File: config.mk
export PLATFORM = sky130hd
export DESIGN_NAME = first_fit_range_allocator
export DESIGN_NICKNAME = d
export VERILOG_FILES = /design/src/rtl/core/ffra_pkg.sv /design/src/rtl/core/ffra_ctrl.sv /design/src/rtl/core/ffra_dpath.sv /design/src/rtl/core/first_fit_range_allocator.sv
export VERILOG_INCLUDE_DIRS = /design/src /design/src/rtl/core
export SDC_FILE = /design/constraint.sdc
export NUM_CORES = 2
export LEC_CHECK = 0
export BUFFER_PORTS_ARGS = -buffer_cell sky130_fd_sc_hd__buf_2
export CAP_MARGIN = 20
export CORE_MARGIN = 5
export CORE_UTILIZATION = 35
export DETAILED_ROUTE_END_ITERATION = 7
export MAX_ROUTING_LAYER = met4
export PLACE_DENSITY = 0.54
export SLEW_MARGIN = 20
export SYNTH_ARGS = -nofsm -noshare
export SYNTH_HDL_FRONTEND = slang
export SYNTH_SLANG_ARGS = --single-unit
File: constraint.sdc
create_clock -name clock -period 13.2 [get_ports clock]
set_clock_uncertainty 0.15 [all_clocks]
set_input_delay 0 -clock clock [delete_from_list [all_inputs] [get_ports clock]]
set_output_delay 0 -clock clock [all_outputs]
set_load 0.1 [all_outputs]
File: src/rtl/core/assert_macros.svh
// Assertion macros shared by the allocator RTL.
`ifndef ASSERT_MACROS_SVH
`define ASSERT_MACROS_SVH
`ifndef SYNTHESIS
`define ASSERT_ALWAYS(lbl, clk, rst, expr) \
   lbl: assert property (@(posedge clk) disable iff (rst) (expr)) \
      else $error("assertion failed");
`define ASSERT_NEXT(lbl, clk, rst, ante, cons) \
   lbl: assert property (@(posedge clk) disable iff (rst) (ante) |=> (cons)) \
      else $error("assertion failed");
`else
`define ASSERT_ALWAYS(lbl, clk, rst, expr)
`define ASSERT_NEXT(lbl, clk, rst, ante, cons)
`endif
`endif

File: src/rtl/core/ffra_pkg.sv
// Package: constants, codes and control/status types of the range allocator.
package ffra_pkg;
   localparam int ADDR_BITS       = 16;
   localparam int MAX_REGIONS_DEF = 16;
   localparam int STATUS_BITS     = 3;
   localparam logic [ADDR_BITS-1:0] HEAP_RESET = 16'd1024;

   localparam logic [STATUS_BITS-1:0] ST_OK       = 3'd0;
   localparam logic [STATUS_BITS-1:0] ST_NOFIT    = 3'd1;
   localparam logic [STATUS_BITS-1:0] ST_NOTALLOC = 3'd2;
   localparam logic [STATUS_BITS-1:0] ST_FULL     = 3'd3;
   localparam logic [STATUS_BITS-1:0] ST_ZERO     = 3'd4;

   localparam logic CMD_ALLOC = 1'b0;
   localparam logic CMD_FREE  = 1'b1;

   localparam logic REG_HEAP_UNITS = 1'b0;

   typedef struct packed {
      logic                   latch;
      logic                   clr_idx;
      logic                   step_idx;
      logic                   capture_k;
      logic                   commit_alloc;
      logic                   commit_free;
      logic                   finish;
      logic [STATUS_BITS-1:0] code;
   } ctl_type;

   typedef struct packed {
      logic amt_zero;
      logic free_end;
      logic used_end;
      logic a_hit;
      logic u_hit;
      logic f_stop;
      logic used_full;
      logic need_slot;
   } stat_type;
endpackage

File: src/rtl/core/ffra_ctrl.sv
// Controller: sequences the table scans and the commit of one request.
`include "assert_macros.svh"
module ffra_ctrl (
   input  logic              clock,
   input  logic              reset,
   input  logic              start,
   input  logic              req_command,
   input  ffra_pkg::stat_type stat,
   output ffra_pkg::ctl_type  ctl,
   output logic              busy,
   output logic              rsp_valid
);
   import ffra_pkg::*;

   localparam logic [2:0] S_IDLE  = 3'd0;
   localparam logic [2:0] S_ASCAN = 3'd1;
   localparam logic [2:0] S_USCAN = 3'd2;
   localparam logic [2:0] S_FSCAN = 3'd3;
   localparam logic [2:0] S_DONE  = 3'd4;

   logic [2:0] state_ff, state_in;

   always_comb begin
      state_in = state_ff;
      ctl      = '0;
      ctl.code = ST_OK;
      case (state_ff)
         S_IDLE: begin
            if (start) begin
               ctl.latch   = 1'b1;
               ctl.clr_idx = 1'b1;
               state_in    = (req_command == CMD_FREE) ? S_USCAN : S_ASCAN;
            end
         end
         S_ASCAN: begin
            if (stat.amt_zero) begin
               ctl.finish = 1'b1;
               ctl.code   = ST_ZERO;
               state_in   = S_DONE;
            end else if (stat.free_end) begin
               ctl.finish = 1'b1;
               ctl.code   = ST_NOFIT;
               state_in   = S_DONE;
            end else if (stat.a_hit) begin
               if (stat.used_full) begin
                  ctl.finish = 1'b1;
                  ctl.code   = ST_FULL;
               end else begin
                  ctl.commit_alloc = 1'b1;
               end
               state_in = S_DONE;
            end else begin
               ctl.step_idx = 1'b1;
            end
         end
         S_USCAN: begin
            if (stat.used_end) begin
               ctl.finish = 1'b1;
               ctl.code   = ST_NOTALLOC;
               state_in   = S_DONE;
            end else if (stat.u_hit) begin
               ctl.capture_k = 1'b1;
               ctl.clr_idx   = 1'b1;
               state_in      = S_FSCAN;
            end else begin
               ctl.step_idx = 1'b1;
            end
         end
         S_FSCAN: begin
            if (stat.f_stop) begin
               if (stat.need_slot) begin
                  ctl.finish = 1'b1;
                  ctl.code   = ST_FULL;
               end else begin
                  ctl.commit_free = 1'b1;
               end
               state_in = S_DONE;
            end else begin
               ctl.step_idx = 1'b1;
            end
         end
         S_DONE: begin
            state_in = S_IDLE;
         end
         default: begin
            state_in = S_IDLE;
         end
      endcase
   end

   always_ff @(posedge clock) begin
      if (reset) begin
         state_ff <= S_IDLE;
      end else begin
         state_ff <= state_in;
      end
   end

   assign busy      = (state_ff != S_IDLE);
   assign rsp_valid = (state_ff == S_DONE);

   `ASSERT_NEXT(a_word_one_cycle, clock, reset, rsp_valid, !rsp_valid)
   `ASSERT_NEXT(a_start_busy, clock, reset, start && !busy, busy)
   `ASSERT_NEXT(a_word_then_idle, clock, reset, rsp_valid, !busy)
endmodule

File: src/rtl/core/ffra_dpath.sv
// Datapath: free/used region tables, scan index, result registers.
`include "assert_macros.svh"
module ffra_dpath #(
   parameter int MAX_REGIONS = ffra_pkg::MAX_REGIONS_DEF
) (
   input  logic                                clock,
   input  logic                                reset,
   input  ffra_pkg::ctl_type                   ctl,
   input  logic                                init,
   input  logic [ffra_pkg::ADDR_BITS-1:0]      init_units,
   input  logic [ffra_pkg::ADDR_BITS-1:0]      req_amount,
   input  logic [ffra_pkg::ADDR_BITS-1:0]      req_region_start,
   output ffra_pkg::stat_type                  stat,
   output logic [ffra_pkg::STATUS_BITS-1:0]    rsp_status,
   output logic [ffra_pkg::ADDR_BITS-1:0]      rsp_granted_start,
   output logic [ffra_pkg::ADDR_BITS-1:0]      rsp_freed_units
);
   import ffra_pkg::*;

   localparam int IDX_W = $clog2(MAX_REGIONS);
   localparam int CNT_W = $clog2(MAX_REGIONS + 1);
   localparam logic [CNT_W-1:0] CNT_MAX = CNT_W'(MAX_REGIONS);

   typedef logic [ADDR_BITS-1:0] addr_type;

   addr_type ff_ff [MAX_REGIONS];
   addr_type fl_ff [MAX_REGIONS];
   addr_type uf_ff [MAX_REGIONS];
   addr_type ul_ff [MAX_REGIONS];
   addr_type ff_in [MAX_REGIONS];
   addr_type fl_in [MAX_REGIONS];
   addr_type uf_in [MAX_REGIONS];
   addr_type ul_in [MAX_REGIONS];
   addr_type ff_dn [MAX_REGIONS];
   addr_type fl_dn [MAX_REGIONS];
   addr_type ff_up [MAX_REGIONS];
   addr_type fl_up [MAX_REGIONS];
   addr_type uf_dn [MAX_REGIONS];
   addr_type ul_dn [MAX_REGIONS];

   logic [CNT_W-1:0] free_count_ff, free_count_in;
   logic [CNT_W-1:0] used_count_ff, used_count_in;
   logic [CNT_W-1:0] idx_ff, k_ff;
   addr_type amount_ff, start_ff, last_ff, prev_last_ff;
   logic [STATUS_BITS-1:0] status_ff;
   addr_type granted_ff, freed_ff;

   addr_type rf_first, rf_last, ru_first, ru_last;
   logic [ADDR_BITS:0] size;
   logic prev_touch, next_touch, free_full;

   // neighbor views of the tables for the shift operations
   for (genvar gj = 0; gj < MAX_REGIONS; gj++) begin : g_nb
      if (gj < MAX_REGIONS - 1) begin : g_dn
         assign ff_dn[gj] = ff_ff[gj+1];
         assign fl_dn[gj] = fl_ff[gj+1];
         assign uf_dn[gj] = uf_ff[gj+1];
         assign ul_dn[gj] = ul_ff[gj+1];
      end else begin : g_dn_end
         assign ff_dn[gj] = '0;
         assign fl_dn[gj] = '0;
         assign uf_dn[gj] = '0;
         assign ul_dn[gj] = '0;
      end
      if (gj > 0) begin : g_up
         assign ff_up[gj] = ff_ff[gj-1];
         assign fl_up[gj] = fl_ff[gj-1];
      end else begin : g_up_end
         assign ff_up[gj] = '0;
         assign fl_up[gj] = '0;
      end
   end

   assign rf_first = ff_ff[idx_ff[IDX_W-1:0]];
   assign rf_last  = fl_ff[idx_ff[IDX_W-1:0]];
   assign ru_first = uf_ff[idx_ff[IDX_W-1:0]];
   assign ru_last  = ul_ff[idx_ff[IDX_W-1:0]];

   assign size      = {1'b0, rf_last} - {1'b0, rf_first} + (ADDR_BITS+1)'(1);
   assign free_full = (free_count_ff == CNT_MAX);

   assign prev_touch = (idx_ff != '0) &&
                       ({1'b0, prev_last_ff} + (ADDR_BITS+1)'(1) == {1'b0, start_ff});
   assign next_touch = (idx_ff < free_count_ff) &&
                       ({1'b0, last_ff} + (ADDR_BITS+1)'(1) == {1'b0, rf_first});

   always_comb begin
      stat.amt_zero  = (amount_ff == '0);
      stat.free_end  = (idx_ff >= free_count_ff);
      stat.used_end  = (idx_ff >= used_count_ff);
      stat.a_hit     = (size >= {1'b0, amount_ff});
      stat.u_hit     = (ru_first == start_ff);
      stat.f_stop    = stat.free_end || (rf_first > start_ff);
      stat.used_full = (used_count_ff == CNT_MAX);
      stat.need_slot = !prev_touch && !next_touch && free_full;
   end

   // table updates: heap init, allocate commit or free commit
   always_comb begin
      ff_in         = ff_ff;
      fl_in         = fl_ff;
      uf_in         = uf_ff;
      ul_in         = ul_ff;
      free_count_in = free_count_ff;
      used_count_in = used_count_ff;
      if (init) begin
         ff_in[0]      = addr_type'(1);
         fl_in[0]      = init_units;
         free_count_in = (init_units != '0) ? CNT_W'(1) : '0;
         used_count_in = '0;
      end else if (ctl.commit_alloc) begin
         uf_in[used_count_ff[IDX_W-1:0]] = rf_first;
         ul_in[used_count_ff[IDX_W-1:0]] = rf_first + amount_ff - addr_type'(1);
         used_count_in = used_count_ff + CNT_W'(1);
         if (size == {1'b0, amount_ff}) begin
            for (int j = 0; j < MAX_REGIONS; j++) begin
               if (CNT_W'(j) >= idx_ff && CNT_W'(j) + CNT_W'(1) < free_count_ff) begin
                  ff_in[j] = ff_dn[j];
                  fl_in[j] = fl_dn[j];
               end
            end
            free_count_in = free_count_ff - CNT_W'(1);
         end else begin
            ff_in[idx_ff[IDX_W-1:0]] = rf_first + amount_ff;
         end
      end else if (ctl.commit_free) begin
         for (int j = 0; j < MAX_REGIONS; j++) begin
            if (CNT_W'(j) >= k_ff && CNT_W'(j) + CNT_W'(1) < used_count_ff) begin
               uf_in[j] = uf_dn[j];
               ul_in[j] = ul_dn[j];
            end
         end
         used_count_in = used_count_ff - CNT_W'(1);
         if (prev_touch && next_touch) begin
            for (int j = 0; j < MAX_REGIONS; j++) begin
               if (CNT_W'(j) + CNT_W'(1) == idx_ff) begin
                  fl_in[j] = rf_last;
               end else if (CNT_W'(j) >= idx_ff &&
                            CNT_W'(j) + CNT_W'(1) < free_count_ff) begin
                  ff_in[j] = ff_dn[j];
                  fl_in[j] = fl_dn[j];
               end
            end
            free_count_in = free_count_ff - CNT_W'(1);
         end else if (prev_touch) begin
            fl_in[idx_ff[IDX_W-1:0] - IDX_W'(1)] = last_ff;
         end else if (next_touch) begin
            ff_in[idx_ff[IDX_W-1:0]] = start_ff;
         end else begin
            for (int j = 0; j < MAX_REGIONS; j++) begin
               if (CNT_W'(j) == idx_ff) begin
                  ff_in[j] = start_ff;
                  fl_in[j] = last_ff;
               end else if (CNT_W'(j) > idx_ff && CNT_W'(j) <= free_count_ff) begin
                  ff_in[j] = ff_up[j];
                  fl_in[j] = fl_up[j];
               end
            end
            free_count_in = free_count_ff + CNT_W'(1);
         end
      end
   end

   always_ff @(posedge clock) begin
      if (reset) begin
         free_count_ff <= CNT_W'(1);
         used_count_ff <= '0;
      end else begin
         free_count_ff <= free_count_in;
         used_count_ff <= used_count_in;
      end
   end

   always_ff @(posedge clock) begin
      if (reset) begin
         ff_ff[0] <= addr_type'(1);
         fl_ff[0] <= HEAP_RESET;
      end else begin
         ff_ff <= ff_in;
         fl_ff <= fl_in;
      end
   end

   always_ff @(posedge clock) begin
      uf_ff <= uf_in;
      ul_ff <= ul_in;
   end

   always_ff @(posedge clock) begin
      if (ctl.latch) begin
         amount_ff <= req_amount;
         start_ff  <= req_region_start;
      end
      if (ctl.clr_idx) begin
         idx_ff <= '0;
      end else if (ctl.step_idx) begin
         idx_ff <= idx_ff + CNT_W'(1);
      end
      if (ctl.step_idx) begin
         prev_last_ff <= rf_last;
      end
      if (ctl.capture_k) begin
         k_ff    <= idx_ff;
         last_ff <= ru_last;
      end
      if (ctl.finish) begin
         status_ff  <= ctl.code;
         granted_ff <= '0;
         freed_ff   <= '0;
      end else if (ctl.commit_alloc) begin
         status_ff  <= ST_OK;
         granted_ff <= rf_first;
         freed_ff   <= '0;
      end else if (ctl.commit_free) begin
         status_ff  <= ST_OK;
         granted_ff <= '0;
         freed_ff   <= last_ff - start_ff + addr_type'(1);
      end
   end

   assign rsp_status        = status_ff;
   assign rsp_granted_start = granted_ff;
   assign rsp_freed_units   = freed_ff;

   `ASSERT_ALWAYS(a_free_bound, clock, reset, free_count_ff <= CNT_MAX)
   `ASSERT_ALWAYS(a_used_bound, clock, reset, used_count_ff <= CNT_MAX)
   `ASSERT_NEXT(a_alloc_grows, clock, reset, ctl.commit_alloc && !init, used_count_ff == $past(used_count_ff) + CNT_W'(1))
endmodule

File: src/rtl/core/first_fit_range_allocator.sv
// Top level: first-fit range allocator with coalescing free table.
//
//  channel   handshake           ports
//  request   start && !busy      req_command, req_amount, req_region_start
//  result    rsp_valid strobe    rsp_status, rsp_granted_start, rsp_freed_units
//  csr       psel&penable&pwrite paddr, pwdata, prdata, pready
//
// An allocate scans the free table for the first fit, then commits it.
// A free scans the used table, then the free table, then commits.
// rsp_valid marks the result word on the rsp_ ports for one cycle; the block is idle the cycle after.
// Reset or a heap_units write leaves one free region [1, heap_units] (none if heap_units is 0) and no used regions.
// The receiver cannot stall; the next request is taken once busy drops.
module first_fit_range_allocator #(
   parameter int MAX_REGIONS = ffra_pkg::MAX_REGIONS_DEF
) (
   input  logic                              clock,
   input  logic                              reset,
   input  logic                              start,
   output logic                              busy,
   input  logic                              req_command,
   input  logic [ffra_pkg::ADDR_BITS-1:0]    req_amount,
   input  logic [ffra_pkg::ADDR_BITS-1:0]    req_region_start,
   output logic                              rsp_valid,
   output logic [ffra_pkg::STATUS_BITS-1:0]  rsp_status,
   output logic [ffra_pkg::ADDR_BITS-1:0]    rsp_granted_start,
   output logic [ffra_pkg::ADDR_BITS-1:0]    rsp_freed_units,
   input  logic                              psel,
   input  logic                              penable,
   input  logic                              pwrite,
   input  logic [2:0]                        paddr,
   input  logic [31:0]                       pwdata,
   output logic [31:0]                       prdata,
   output logic                              pready
);
   import ffra_pkg::*;

   logic [ADDR_BITS-1:0] heap_units_ff;
   logic                 heap_wr;
   ctl_type              ctl;
   stat_type             stat;

   assign pready  = 1'b1;
   assign heap_wr = psel && penable && pwrite && (paddr[2] == REG_HEAP_UNITS);
   assign prdata  = (paddr[2] == REG_HEAP_UNITS) ? 32'(heap_units_ff) : '0;

   always_ff @(posedge clock) begin
      if (reset) begin
         heap_units_ff <= HEAP_RESET;
      end else if (heap_wr) begin
         heap_units_ff <= pwdata[ADDR_BITS-1:0];
      end
   end

   ffra_ctrl u_ctrl (
      .clock       (clock),
      .reset       (reset),
      .start       (start),
      .req_command (req_command),
      .stat        (stat),
      .ctl         (ctl),
      .busy        (busy),
      .rsp_valid   (rsp_valid)
   );

   ffra_dpath #(
      .MAX_REGIONS (MAX_REGIONS)
   ) u_dpath (
      .clock             (clock),
      .reset             (reset),
      .ctl               (ctl),
      .init              (heap_wr),
      .init_units        (pwdata[ADDR_BITS-1:0]),
      .req_amount        (req_amount),
      .req_region_start  (req_region_start),
      .stat              (stat),
      .rsp_status        (rsp_status),
      .rsp_granted_start (rsp_granted_start),
      .rsp_freed_units   (rsp_freed_units)
   );
endmodule
==> flow_summary.toml <==
[run_status]
status = "complete, no violations"

[grt]
first_global_vias = 74200
antenna_found_initial = 22
grt_pass1_wl_mm = 553
track_usage_pct = 31.9
grt_max_degree = 150
grt-ovfl-total = 0

[sta]
finalWorstSetupSlack_ps = 2440
whs_ps = 28.0
drv_slew = 0
setup_viol = 0
tightest_slew_ps = 1290
fmax_ghz = 0.0929
period_share_pct = 81.5
timing.final.crit_period_ps = 10760
slew_headroom_pct = 13.8
rsz0062_at_grt = "no"
hold_viol = 0
tns_ps = 0

[worst_setup_path]
required_ps = 13810
slowest_delay_ps = 920
endpoint_kind = "register"
r2r_cells = 32
r2r_start = "u_dpath.idx_ff[2]"
critPathLaunchType = "register"
cp_slowest_cell = "buf_4"
reg2reg_setup_slack_ps = 2440
endpoint = "u_dpath.fl_ff[241]"
startpoint = "u_dpath.idx_ff[2]"
r2r_end = "u_dpath.fl_ff[241]"
crit_arrival_ps = 11370
worstSetupPathType = "register to register"
cp_max_fo = 101

[power_and_ir_drop]
p_per_area_nw_per_um2 = 188
ir_worst_vdd_mv = 0.241
cellLeakagePower_nw = 31.8
p_total_mw = 17.3

[synth]
synth-xor-area-share_pct = 1.25
synth-simple-area-share_pct = 12.9
avgSynthCellArea_um2 = 9.64
yosysWarnings = 0
synthArstFlopShare_pct = 0
synth_compound_area_share_pct = 23.2
ys_ff_latch = 1162
synth_cells = 8419
synth_adder_area_share_pct = 2.19
syn_area_um2 = 81200
synth_top_family_by_area = "compound AO/OA/AOI/OAI gates"
synthDistinctLibCells = 107
synth-edff-count = 1064
muxShareOfSynthArea_pct = 13.7
ys.flop_type = "edfxtp_1"
ys_seq_area_share_pct = 41.8

[clocking]
numClockSinks = 1162
cts_buffer_depth = 3
root_buffer = "clkbuf_16"
hold_buffers = 111
clock_latency_ps = 890
cts_buffers = 140
cts_resized = 0
clk_pin_slew_ps = 70
ctsHtreeMaxLevel = 4
cts_tree = "done"
postCtsSetupBuffers = 0

[drt]
drc_errors = 0
drt-initial-drc-count = 11900
wl_per_cell_um = 34.4
routed_via_density = 6.86
ant_nets = 0
dr_total_vias = 78400
drt_wl_total_mm = 393
drtPass1Iterations = 7

[hold_path]
holdPathStages = 5
min_path_type = "primary input to register"
hp-start = "req_command"

[floorplanning]
die_area_um2 = 242000
fp.dieW_um = 492
core_area_um2 = 230000
pin_count = 144
rows = 176
die_height_um = 492
start_util_pct = 35.2

[flow_run]
drv_cap = 0

[placement]
dp_slack_ps = 2810
dp_cells = 11000
portBuffers = 108
post_dp_cell_area_um2 = 86000
place_congestion = 1.01
dpl.hpwl_mm = 254

[cells_and_area]
final_util_pct = 39.9
nets = 8477
final_common_cell = "nand2_1"
area_growth_syn_to_layout_pct = 13.3
fin_cells = 11400
final_cell_mix = "nand2_1, edfxtp_1, a21oi_1"
drive_gt1_share_pct = 15.0
postLayoutCellArea_um2 = 92000
==> worst min-delay path by stage <==
| stage | endpoint |
|---|---|
| 6_report | u_ctrl.state_ff[0] |
| 5_1_grt | u_ctrl.state_ff[0] |
| 4_1_cts | u_ctrl.state_ff[0] |
| 3_5_place_dp | u_dpath.start_ff[7] |
| 3_3_place_gp | u_dpath.start_ff[1] |
| 2_1_floorplan | u_dpath.amount_ff[0] |
==> critical path, delay by kind of cell, from the launching register on <==
kind	cells	cell delay (ps)
and+or+nand+nor	6	1920
buffers and inverters	5	2300
muxes	2	360
DFF	1	790
adders and majority gates	4	1080
AOI/OAI and AO/OA	15	3750
==> synth_stat cells (119+ instances only) <==
library cell / instances / area [µm²]
ha_1: 137 / 1710
a221oi_1: 213 / 1870
edfxtp_1: 1064 / 32000
nand2_1: 1292 / 4850
a211oi_1: 126 / 946
o21ai_0: 596 / 2980
a21oi_1: 644 / 3220
clkbuf_1: 652 / 2450
nand3_1: 158 / 791
nor2_1: 472 / 1770
mux2_2: 119 / 1340
mux2i_1: 430 / 4300
mux4_2: 240 / 5410
o31ai_1: 360 / 2700
==> flip-flops by register name, summed over array words and instances (netlist names) <==
register and cells:
heap_units_ff 16, u_ctrl.state_ff 3, u_dpath.amount_ff 16, u_dpath.ff_dn 240
u_dpath.ff_ff 16, u_dpath.fl_dn 240, u_dpath.fl_ff 16, u_dpath.free_count_ff 5
u_dpath.idx_ff 5, u_dpath.k_ff 5, u_dpath.last_ff 16, u_dpath.prev_last_ff 16
u_dpath.rsp_freed_units 16, u_dpath.rsp_granted_start 16, u_dpath.rsp_status 3, u_dpath.start_ff 16
u_dpath.uf_dn 240, u_dpath.uf_ff 16, u_dpath.ul_dn 240, u_dpath.ul_ff 16
u_dpath.used_count_ff 5
==> layout make-up <==
cell class | count | area (µm²)
fill | 22400 | 138000
multi-input combinational | 6278 | 44400
sequential | 1162 | 33900
timing repair buffer | 576 | 4640
clock buffer | 192 | 3880
tap | 3026 | 3790
clock inverter | 66 | 835
inverter | 105 | 395
antenna | 18 | 45.0
==> layer usage <==
layer / GRT usage [%] / up-vias / wire length, µm
met2: 46.5 / 5941 / 170000
li1: - / 32200 / -
met3: 8.34 / 1630 / 46600
met4: 22.5 / 0 / 33500
met1: 38.5 / 38600 / 144000
met5: - / - / 0
==> report_power, final <==
| group | internal [mW] | switching [mW] |
|---|---|---|
| sequential | 4.49 | 0.175 |
| combinational | 2.43 | 6.09 |
| clock | 2.25 | 1.84 |
==> logic make-up after synthesis <==
family,after synthesis
AO/OA/AOI/OAI,2821
XOR/XNOR,116
adder cells (fa/ha/maj),140
buffers and inverters,994
flip-flops,1162
multiplexers,794
other,2
AND/OR/NAND/NOR,2390
(Power assumes the default switching activity.)
